**config.mk**
```make
export PLATFORM = sky130hd
export DESIGN_NAME = recursive_hampel_clamp_3axis
export DESIGN_NICKNAME = d
export VERILOG_FILES = /design/src/sv/hrc_pkg.sv /design/src/sv/hrc_mul.sv /design/src/sv/hrc_fsm.sv /design/src/sv/recursive_hampel_clamp_3axis.sv
export SDC_FILE = /design/constraint.sdc
export NUM_CORES = 2
export LEC_CHECK = 0
export BUFFER_PORTS_ARGS = -buffer_cell sky130_fd_sc_hd__buf_2
export CAP_MARGIN = 5
export CORE_MARGIN = 10
export CORE_UTILIZATION = 40
export DETAILED_ROUTE_END_ITERATION = 10
export GPL_TIMING_DRIVEN = 1
export PLACE_DENSITY = 0.57
export SLEW_MARGIN = 20
export SYNTH_ARGS = -nofsm -noshare
export SYNTH_HDL_FRONTEND = slang
export SYNTH_HIERARCHICAL = 1
export SYNTH_SLANG_ARGS = --single-unit
```
**constraint.sdc**
```tcl
create_clock -name clk -period 19.1 [get_ports clk]
set_input_delay 3.82 -clock clk [delete_from_list [all_inputs] [get_ports clk]]
set_output_delay 3.82 -clock clk [all_outputs]
set_load 0.03 [all_outputs]
```
**src/sv/hrc_pkg.sv**
```systemverilog
// ---------------------------------------------------------------------------
// hrc_pkg
// Types, widths, register indexes and reset values for the Hampel clamp.
// ---------------------------------------------------------------------------
package hrc_pkg;

	// geometry
	localparam int AXIS_COUNT  = 3;
	localparam int SAMPLE_BITS = 32;
	localparam int AX_W        = (AXIS_COUNT > 1) ? $clog2(AXIS_COUNT) : 1;

	// register widths and fixed-point fraction bits
	localparam int STEP_W    = 16;
	localparam int GAIN_W    = 16;
	localparam int FLOOR_W   = 31;
	localparam int MODE_W    = 8;
	localparam int FRAC_STEP = 16;
	localparam int FRAC_GAIN = 8;

	// shared multiplier: signed operand times unsigned 16-bit coefficient
	localparam int MUL_A_W = SAMPLE_BITS + 2;
	localparam int MUL_B_W = 16;
	localparam int PROD_W  = MUL_A_W + MUL_B_W + 1;

	// configuration port
	localparam int CFG_IDX_W  = 2;
	localparam int CFG_DATA_W = FLOOR_W;

	localparam logic [CFG_IDX_W-1:0] CFG_STEP  = 2'd0;
	localparam logic [CFG_IDX_W-1:0] CFG_GAIN  = 2'd1;
	localparam logic [CFG_IDX_W-1:0] CFG_FLOOR = 2'd2;

	localparam logic [STEP_W-1:0]  STEP_RST  = 16'd1966;
	localparam logic [GAIN_W-1:0]  GAIN_RST  = 16'd1280;
	localparam logic [FLOOR_W-1:0] FLOOR_RST = 31'd1;

	// payload of one input item
	typedef struct packed {
		logic signed [SAMPLE_BITS-1:0] sample_x;
		logic signed [SAMPLE_BITS-1:0] sample_y;
		logic signed [SAMPLE_BITS-1:0] sample_z;
		logic [MODE_W-1:0]             flight_mode;
	} in_t;

	// payload of one result item
	typedef struct packed {
		logic signed [SAMPLE_BITS-1:0] filtered_x;
		logic signed [SAMPLE_BITS-1:0] filtered_y;
		logic signed [SAMPLE_BITS-1:0] filtered_z;
		logic                          was_reseeded;
	} out_t;

	// sequencer states
	typedef enum logic [2:0] {
		ST_IDLE,
		ST_MUL_C,
		ST_MUL_S,
		ST_FLOOR,
		ST_MUL_H,
		ST_BOUND,
		ST_CLAMP,
		ST_DONE
	} state_t;

	// multiplier operand select
	typedef enum logic [1:0] {
		MSEL_CENTRE,
		MSEL_SPREAD,
		MSEL_HALF
	} msel_t;

	// sequencer to datapath
	typedef struct packed {
		logic  in_ready;
		logic  mul_go;
		msel_t msel;
		logic  dev_we;
		logic  centre_we;
		logic  spread_we;
		logic  bound_we;
		logic  res_we;
		logic  ax_inc;
		logic  out_load;
	} ctl_t;

	// datapath to sequencer
	typedef struct packed {
		logic in_valid;
		logic reseed;
		logic last_axis;
		logic out_free;
	} sts_t;

endpackage

```
**src/sv/hrc_mul.sv**
```systemverilog
// ---------------------------------------------------------------------------
// hrc_mul
// Shared signed-by-unsigned multiplier with a registered product.
// ---------------------------------------------------------------------------
module hrc_mul (
	input  logic                                 clk,
	input  logic                                 en,
	input  logic signed [hrc_pkg::MUL_A_W-1:0]   a,
	input  logic        [hrc_pkg::MUL_B_W-1:0]   b,
	output logic signed [hrc_pkg::PROD_W-1:0]    p
);

	logic signed [hrc_pkg::PROD_W-1:0] p_q;

	// coefficient is unsigned: extend with a zero sign bit
	always_ff @(posedge clk) begin
		if (en) begin
			p_q <= a * $signed({1'b0, b});
		end
	end

	assign p = p_q;

endmodule

```
**src/sv/hrc_fsm.sv**
```systemverilog
// ---------------------------------------------------------------------------
// hrc_fsm
// Sequencer: walks each axis through the multiply, floor, bound and clamp
// steps (a reseeding item skips them), then hands the result to the output register.
// ---------------------------------------------------------------------------
module hrc_fsm (
	input  logic              clk,
	input  logic              arst_n,
	input  hrc_pkg::sts_t     sts,
	output hrc_pkg::ctl_t     ctl
);

	hrc_pkg::state_t state_q;
	hrc_pkg::state_t state_d;

	// state register
	always_ff @(posedge clk or negedge arst_n) begin
		if (!arst_n) begin
			state_q <= hrc_pkg::ST_IDLE;
		end else begin
			state_q <= state_d;
		end
	end

	// next state
	always_comb begin
		state_d = state_q;
		unique case (state_q)
			hrc_pkg::ST_IDLE: begin
				if (sts.in_valid) begin
					state_d = sts.reseed ? hrc_pkg::ST_DONE : hrc_pkg::ST_MUL_C;
				end
			end
			hrc_pkg::ST_MUL_C: state_d = hrc_pkg::ST_MUL_S;
			hrc_pkg::ST_MUL_S: state_d = hrc_pkg::ST_FLOOR;
			hrc_pkg::ST_FLOOR: state_d = hrc_pkg::ST_MUL_H;
			hrc_pkg::ST_MUL_H: state_d = hrc_pkg::ST_BOUND;
			hrc_pkg::ST_BOUND: state_d = hrc_pkg::ST_CLAMP;
			hrc_pkg::ST_CLAMP: begin
				state_d = sts.last_axis ? hrc_pkg::ST_DONE : hrc_pkg::ST_MUL_C;
			end
			hrc_pkg::ST_DONE: begin
				if (sts.out_free) begin
					state_d = hrc_pkg::ST_IDLE;
				end
			end
			default: state_d = hrc_pkg::ST_IDLE;
		endcase
	end

	// control outputs
	always_comb begin
		ctl = '0;
		ctl.msel = hrc_pkg::MSEL_CENTRE;
		unique case (state_q)
			hrc_pkg::ST_IDLE: ctl.in_ready = 1'b1;
			hrc_pkg::ST_MUL_C: begin
				ctl.mul_go = 1'b1;
				ctl.msel   = hrc_pkg::MSEL_CENTRE;
				ctl.dev_we = 1'b1;
			end
			hrc_pkg::ST_MUL_S: begin
				ctl.mul_go    = 1'b1;
				ctl.msel      = hrc_pkg::MSEL_SPREAD;
				ctl.centre_we = 1'b1;
			end
			hrc_pkg::ST_FLOOR: ctl.spread_we = 1'b1;
			hrc_pkg::ST_MUL_H: begin
				ctl.mul_go = 1'b1;
				ctl.msel   = hrc_pkg::MSEL_HALF;
			end
			hrc_pkg::ST_BOUND: ctl.bound_we = 1'b1;
			hrc_pkg::ST_CLAMP: begin
				ctl.res_we = 1'b1;
				ctl.ax_inc = !sts.last_axis;
			end
			hrc_pkg::ST_DONE: ctl.out_load = sts.out_free;
			default: ctl = '0;
		endcase
	end

endmodule

```
**src/sv/recursive_hampel_clamp_3axis.sv**
```systemverilog
// ---------------------------------------------------------------------------
// recursive_hampel_clamp_3axis
// Three-axis recursive Hampel outlier clamp for accelerometer samples.
//
// Input channel in_valid/in_ready/in_data carries three Q16.16 samples and
// a flight-mode code. Output channel out_valid/out_ready/out_data carries
// the clamped samples and a reseed flag. Configuration writes arrive on
// cfg_valid/cfg_ready/cfg_index/cfg_data; cfg_ready is always high and
// index 0 is step_size, 1 clamp_gain, 2 spread_floor, others are ignored.
//
// A reseeding item (first item, or a new flight mode) passes its samples
// straight to the output register. Any other item runs every axis through one
// shared multiplier in six steps before its result is loaded. in_ready stays
// low from acceptance until the result is loaded.
// Reset returns the configuration to its defaults and clears the seeded
// flag, so the next item reseeds. A stalled result waits in the output
// register; one more item may be accepted and worked on, and it then
// waits until that register is taken.
// ---------------------------------------------------------------------------
module recursive_hampel_clamp_3axis (
	input  logic                                clk,
	input  logic                                arst_n,
	input  logic                                in_valid,
	output logic                                in_ready,
	input  hrc_pkg::in_t                        in_data,
	output logic                                out_valid,
	input  logic                                out_ready,
	output hrc_pkg::out_t                       out_data,
	input  logic                                cfg_valid,
	output logic                                cfg_ready,
	input  logic [hrc_pkg::CFG_IDX_W-1:0]       cfg_index,
	input  logic [hrc_pkg::CFG_DATA_W-1:0]      cfg_data
);

	localparam int SB = hrc_pkg::SAMPLE_BITS;
	localparam int NA = hrc_pkg::AXIS_COUNT;

	hrc_pkg::ctl_t ctl;
	hrc_pkg::sts_t sts;

	// configuration registers
	logic [hrc_pkg::STEP_W-1:0]  step_q;
	logic [hrc_pkg::GAIN_W-1:0]  gain_q;
	logic [hrc_pkg::FLOOR_W-1:0] floor_q;

	// filter state and item registers
	logic signed [SB-1:0]         centre_q [NA];
	logic        [SB-1:0]         spread_q [NA];
	logic signed [SB-1:0]         samp_q   [NA];
	logic signed [SB-1:0]         res_q    [NA];
	logic [hrc_pkg::MODE_W-1:0]   last_mode_q;
	logic                         seeded_q;
	logic                         reseed_q;
	logic [hrc_pkg::AX_W-1:0]     ax_q;
	logic [SB-1:0]                dev_q;
	logic signed [SB-1:0]         lower_q;
	logic signed [SB-1:0]         upper_q;
	logic                         out_valid_q;
	hrc_pkg::out_t                out_q;

	// combinational datapath
	logic signed [SB-1:0]              in_samp [NA];
	logic                              accept;
	logic                              reseed_d;
	logic [SB-1:0]                     fl_ext;
	logic signed [SB-1:0]              cur_s;
	logic signed [SB-1:0]              cur_c;
	logic        [SB-1:0]              cur_sp;
	logic signed [SB:0]                diff;
	logic signed [SB:0]                diff_neg;
	logic        [SB-1:0]              dev_d;
	logic signed [hrc_pkg::MUL_A_W-1:0] mul_a;
	logic        [hrc_pkg::MUL_B_W-1:0] mul_b;
	logic signed [hrc_pkg::PROD_W-1:0]  prod;
	logic        [SB-1:0]              step_part;
	logic signed [SB-1:0]              nc_d;
	logic        [SB-1:0]              ns_d;
	logic        [SB-1:0]              nsu_d;
	logic        [SB-1:0]              half_d;
	logic signed [SB+1:0]              lo_w;
	logic signed [SB+1:0]              hi_w;
	logic signed [SB-1:0]              lower_d;
	logic signed [SB-1:0]              upper_d;
	logic signed [SB-1:0]              r_d;

	assign in_samp[0] = in_data.sample_x;
	assign in_samp[1] = in_data.sample_y;
	assign in_samp[2] = in_data.sample_z;

	assign accept    = in_valid && ctl.in_ready;
	assign reseed_d  = !seeded_q || (in_data.flight_mode != last_mode_q);
	assign fl_ext    = SB'(floor_q);

	// current axis operands
	assign cur_s  = samp_q[ax_q];
	assign cur_c  = centre_q[ax_q];
	assign cur_sp = spread_q[ax_q];

	// deviation from the old centre, exact
	assign diff     = {cur_s[SB-1], cur_s} - {cur_c[SB-1], cur_c};
	assign diff_neg = -diff;
	assign dev_d    = diff[SB] ? diff_neg[SB-1:0] : diff[SB-1:0];

	// multiplier operand select
	always_comb begin
		mul_a = {diff[SB], diff};
		mul_b = step_q;
		case (ctl.msel)
			hrc_pkg::MSEL_CENTRE: begin
				mul_a = {diff[SB], diff};
				mul_b = step_q;
			end
			hrc_pkg::MSEL_SPREAD: begin
				mul_a = {2'b00, dev_q} - {2'b00, cur_sp};
				mul_b = step_q;
			end
			hrc_pkg::MSEL_HALF: begin
				mul_a = {2'b00, cur_sp};
				mul_b = gain_q;
			end
			default: begin
				mul_a = {diff[SB], diff};
				mul_b = step_q;
			end
		endcase
	end

	hrc_mul u_mul (
		.clk (clk),
		.en  (ctl.mul_go),
		.a   (mul_a),
		.b   (mul_b),
		.p   (prod)
	);

	// floored step product; the updated values stay in range, so wrap is exact
	assign step_part = prod[SB+hrc_pkg::FRAC_STEP-1:hrc_pkg::FRAC_STEP];
	assign nc_d      = cur_c + $signed(step_part);
	assign ns_d      = cur_sp + step_part;
	assign nsu_d     = (ns_d < fl_ext) ? fl_ext : ns_d;

	// clamp half-width, saturated to the sample width
	assign half_d = (|prod[hrc_pkg::PROD_W-1:SB+hrc_pkg::FRAC_GAIN]) ? '1 :
		prod[SB+hrc_pkg::FRAC_GAIN-1:hrc_pkg::FRAC_GAIN];

	// bounds around the new centre, saturated at the signed range
	assign lo_w = {{2{cur_c[SB-1]}}, cur_c} - {2'b00, half_d};
	assign hi_w = {{2{cur_c[SB-1]}}, cur_c} + {2'b00, half_d};
	assign lower_d = (lo_w[SB+1:SB-1] == {3{lo_w[SB+1]}}) ? lo_w[SB-1:0] :
		{1'b1, {(SB-1){1'b0}}};
	assign upper_d = (hi_w[SB+1:SB-1] == {3{hi_w[SB+1]}}) ? hi_w[SB-1:0] :
		{1'b0, {(SB-1){1'b1}}};

	// clamp the sample
	assign r_d = (cur_s < lower_q) ? lower_q :
		(cur_s > upper_q) ? upper_q : cur_s;

	// status to the sequencer
	assign sts.in_valid  = in_valid;
	assign sts.reseed    = reseed_d;
	assign sts.last_axis = (ax_q == hrc_pkg::AX_W'(NA - 1));
	assign sts.out_free  = !out_valid_q || out_ready;

	hrc_fsm u_fsm (
		.clk    (clk),
		.arst_n (arst_n),
		.sts    (sts),
		.ctl    (ctl)
	);

	// control registers and configuration
	always_ff @(posedge clk or negedge arst_n) begin
		if (!arst_n) begin
			step_q      <= hrc_pkg::STEP_RST;
			gain_q      <= hrc_pkg::GAIN_RST;
			floor_q     <= hrc_pkg::FLOOR_RST;
			last_mode_q <= '0;
			seeded_q    <= 1'b0;
			ax_q        <= '0;
			out_valid_q <= 1'b0;
		end else begin
			if (cfg_valid) begin
				unique case (cfg_index)
					hrc_pkg::CFG_STEP:  step_q  <= cfg_data[hrc_pkg::STEP_W-1:0];
					hrc_pkg::CFG_GAIN:  gain_q  <= cfg_data[hrc_pkg::GAIN_W-1:0];
					hrc_pkg::CFG_FLOOR: floor_q <= cfg_data;
					default: ;
				endcase
			end
			if (accept) begin
				seeded_q    <= 1'b1;
				last_mode_q <= in_data.flight_mode;
				ax_q        <= '0;
			end else if (ctl.ax_inc) begin
				ax_q <= ax_q + hrc_pkg::AX_W'(1);
			end
			if (ctl.out_load) begin
				out_valid_q <= 1'b1;
			end else if (out_ready) begin
				out_valid_q <= 1'b0;
			end
		end
	end

	// payload registers
	always_ff @(posedge clk) begin
		if (accept) begin
			reseed_q <= reseed_d;
			for (int i = 0; i < NA; i++) begin
				samp_q[i] <= in_samp[i];
				if (reseed_d) begin
					centre_q[i] <= in_samp[i];
					spread_q[i] <= fl_ext;
					res_q[i]    <= in_samp[i];
				end
			end
		end
		if (ctl.dev_we) begin
			dev_q <= dev_d;
		end
		if (ctl.centre_we) begin
			centre_q[ax_q] <= nc_d;
		end
		if (ctl.spread_we) begin
			spread_q[ax_q] <= nsu_d;
		end
		if (ctl.bound_we) begin
			lower_q <= lower_d;
			upper_q <= upper_d;
		end
		if (ctl.res_we) begin
			res_q[ax_q] <= r_d;
		end
		if (ctl.out_load) begin
			out_q.filtered_x   <= res_q[0];
			out_q.filtered_y   <= res_q[1];
			out_q.filtered_z   <= res_q[2];
			out_q.was_reseeded <= reseed_q;
		end
	end

	assign in_ready  = ctl.in_ready;
	assign cfg_ready = 1'b1;
	assign out_valid = out_valid_q;
	assign out_data  = out_q;

endmodule

```
==> metrics.txt <==
# TYPE chip_impl_metric gauge
chip_impl_metric{name="synth_area_per_cell",unit="µm²"} 10.8
chip_impl_info{name="worstSetupEndpointType",value="register"} 1
chip_impl_metric{name="fp.dieArea",unit="mm²"} 0.176
chip_impl_info{name="critical-path-slowest-cell",value="sky130_fd_sc_hd__dfrtp_4"} 1
chip_impl_metric{name="post_cts.resized_instances",unit=""} 0
chip_impl_metric{name="route.vias.total",unit=""} 44600
chip_impl_metric{name="floorplan_die_width",unit="µm"} 420
chip_impl_metric{name="worst_slew_pin_slew",unit="ns"} 1.12
chip_impl_info{name="criticalPathCategory",value="register to register"} 1
chip_impl_metric{name="drcViolationCount",unit=""} 0
chip_impl_metric{name="drt_wl_total",unit="mm"} 188
chip_impl_metric{name="period_share",unit="%"} 63.5
chip_impl_metric{name="grt_usage",unit="%"} 21.1
chip_impl_metric{name="final_hold_viol_count",unit=""} 0
chip_impl_metric{name="ctsHoldBuffers",unit=""} 0
chip_impl_metric{name="arrival",unit="ns"} 12.52
chip_impl_metric{name="postRouteAntennaNets",unit=""} 0
chip_impl_metric{name="vias_in_the_first_global_route",unit=""} 46100
chip_impl_info{name="cts_tree",value="yes"} 1
chip_impl_metric{name="clk_latency",unit="ns"} 0.72
chip_impl_info{name="kind_of_path_behind_the_tightest_hold_check",value="register to register"} 1
chip_impl_metric{name="max_freq",unit="GHz"} 0.0825
chip_impl_info{name="cp_common_cell",value="sky130_fd_sc_hd__fa_1"} 1
chip_impl_metric{name="maxCapViolCount",unit=""} 0
chip_impl_metric{name="area_growth",unit="%"} 10.1
chip_impl_metric{name="final.setup_skew",unit="ns"} 0.0737
chip_impl_metric{name="routedWlPerCell",unit="µm"} 22.8
chip_impl_metric{name="critical_path.max_fanout",unit=""} 40
chip_impl_metric{name="overflow",unit=""} 0
chip_impl_metric{name="drt_pass1_iterations",unit=""} 5
chip_impl_metric{name="finalNetCount",unit=""} 7174
chip_impl_metric{name="iteration_0_drc_count_of_the_detailed_router",unit=""} 2968
chip_impl_metric{name="floorplan.io_pins",unit=""} 242
chip_impl_metric{name="grt_first_pass_wirelength",unit="mm"} 287
chip_impl_info{name="commonest_cells_after_routing_fill_and_taps_aside",value="sky130_fd_sc_hd__inv_1 (873), sky130_fd_sc_hd__edfxtp_1 (685), sky130_fd_sc_hd__nand2_1 (636)"} 1
chip_impl_metric{name="totalNegativeSetupSlack",unit="ns"} 0
chip_impl_metric{name="htreeDepth",unit=""} 3
chip_impl_metric{name="clk_pin_slew_worst_paths",unit="ns"} 0.06
chip_impl_metric{name="layout_min_cycle_time",unit="ns"} 12.12
chip_impl_metric{name="synth.cell_area",unit="mm²"} 0.0640
chip_impl_metric{name="dp_hpwl",unit="mm"} 143
chip_impl_metric{name="floorplan.initialDensity",unit="%"} 40.3
chip_impl_metric{name="synth-warning-count",unit=""} 6
chip_impl_metric{name="cts_post_setup_buffers_inserted",unit=""} 0
chip_impl_metric{name="floorplan.core_area",unit="mm²"} 0.159
chip_impl_metric{name="grt_max_degree",unit=""} 73
chip_impl_metric{name="clock-sinks",unit=""} 763
chip_impl_metric{name="detail_route.vias_per_cell",unit=""} 5.41
chip_impl_metric{name="clock_path_buffers",unit=""} 3
chip_impl_info{name="rsz0062_at_grt",value="false"} 1
chip_impl_metric{name="cts_buffers",unit=""} 88
chip_impl_metric{name="number_of_buffers_inserted_by_port_buffering",unit=""} 240
chip_impl_info{name="critical_path_start_type",value="register"} 1
chip_impl_metric{name="proportion_of_layout_cells_with_a_drive_suffix_above_1",unit="%"} 15.5
chip_impl_metric{name="cpPeakStageDelay",unit="ns"} 1.07
chip_impl_metric{name="slew_headroom",unit="%"} 25.3
chip_impl_info{name="ctsRootBufferMaster",value="sky130_fd_sc_hd__clkbuf_16"} 1
chip_impl_metric{name="report.final.setup_viol",unit=""} 0
chip_impl_metric{name="netlist_instances",unit=""} 5922
chip_impl_metric{name="die-height",unit="µm"} 420
chip_impl_info{name="run_status",value="finished clean"} 1
chip_impl_metric{name="maxSlewViolCount",unit=""} 0
chip_impl_metric{name="crit_required",unit="ns"} 19.50
chip_impl_metric{name="postSynthNetCount",unit=""} 7000
chip_impl_metric{name="row_count",unit=""} 146
chip_impl_info{name="most_common_cell_after_layout_fill_and_taps_aside",value="sky130_fd_sc_hd__inv_1"} 1
chip_impl_metric{name="timing.critical_path.buf_inv",unit=""} 5
chip_impl_metric{name="number_of_antenna_violations_at_the_first_check_in_global_routing",unit=""} 6
chip_impl_info{name="critical_path.top_delay_family",value="adder cells"} 1
chip_impl_metric{name="gp_routability_congestion",unit=""} 0.889
==> registers in the layout, indices dropped and copies added, names as in the netlist <==
signal / cells
ax_q: 2
centre_q: 128
dev_q: 32
floor_q: 31
gain_q: 16
last_mode_q: 8
lower_q: 32
out_data: 97
out_valid: 1
res_q: 96
reseed_q: 1
samp_q: 96
seeded_q: 1
spread_q: 128
step_q: 16
u_fsm/state_q: 3
u_mul/p: 43
upper_q: 32
==> through the flow <==
step                util [%]  instances  hold slack, ns  instance area, µm²  worst slack [ns]
global placement        42.5       8078           0.403               67500              7.17
CTS                     44.4       8240           0.419               70500              6.88
global route            44.4       8240           0.423               70500              6.22
finish                  44.4       8241           0.418               70500              6.98
detailed placement      42.5       8078           0.405               67500              6.99
floorplan                  -       5922           0.400               64000              7.71
==> area by class of cell <==
cell class                 count  area, µm²
timing repair buffer         324       1830
multi-input combinational   4042      37300
clock inverter                60        642
clock buffer                 102       2290
antenna                        1       2.50
inverter                     877       3290
sequential                   763      22500
tap                         2072       2590
fill                       14900      88300
==> path summary, 6_finish.rpt <==
path,from,endpoint,slack (ns),depth (start not counted)
min reg2reg,res_q[2][19]$_DFFE_PP_,out_data[20]$_DFFE_PP_,0.42,0
min in group asynchronous,arst_n,gain_q[2]$_DFFE_PN0P_,3.10,1
min,res_q[2][19]$_DFFE_PP_,out_data[20]$_DFFE_PP_,0.42,0
max in group asynchronous,arst_n,ax_q[1]$_DFFE_PN0P_,15.10,2
max reg2reg,ax_q[0]$_DFFE_PN0P_,u_mul/p[50]$_DFFE_PP_,6.98,33
max,ax_q[0]$_DFFE_PN0P_,u_mul/p[50]$_DFFE_PP_,6.98,33
==> metal layers <==
metal	vias to the layer above	global-route usage, %	wire [µm]
li1	20500	-	-
met1	22600	29.2	84400
met2	1275	34.7	87900
met3	189	2.76	10700
met4	0	5.85	4870
met5	-	0	0
Power is left out: the tool's default activity adds up to more than one toggle a clock period on the data nets, which glitch-free logic cannot reach.
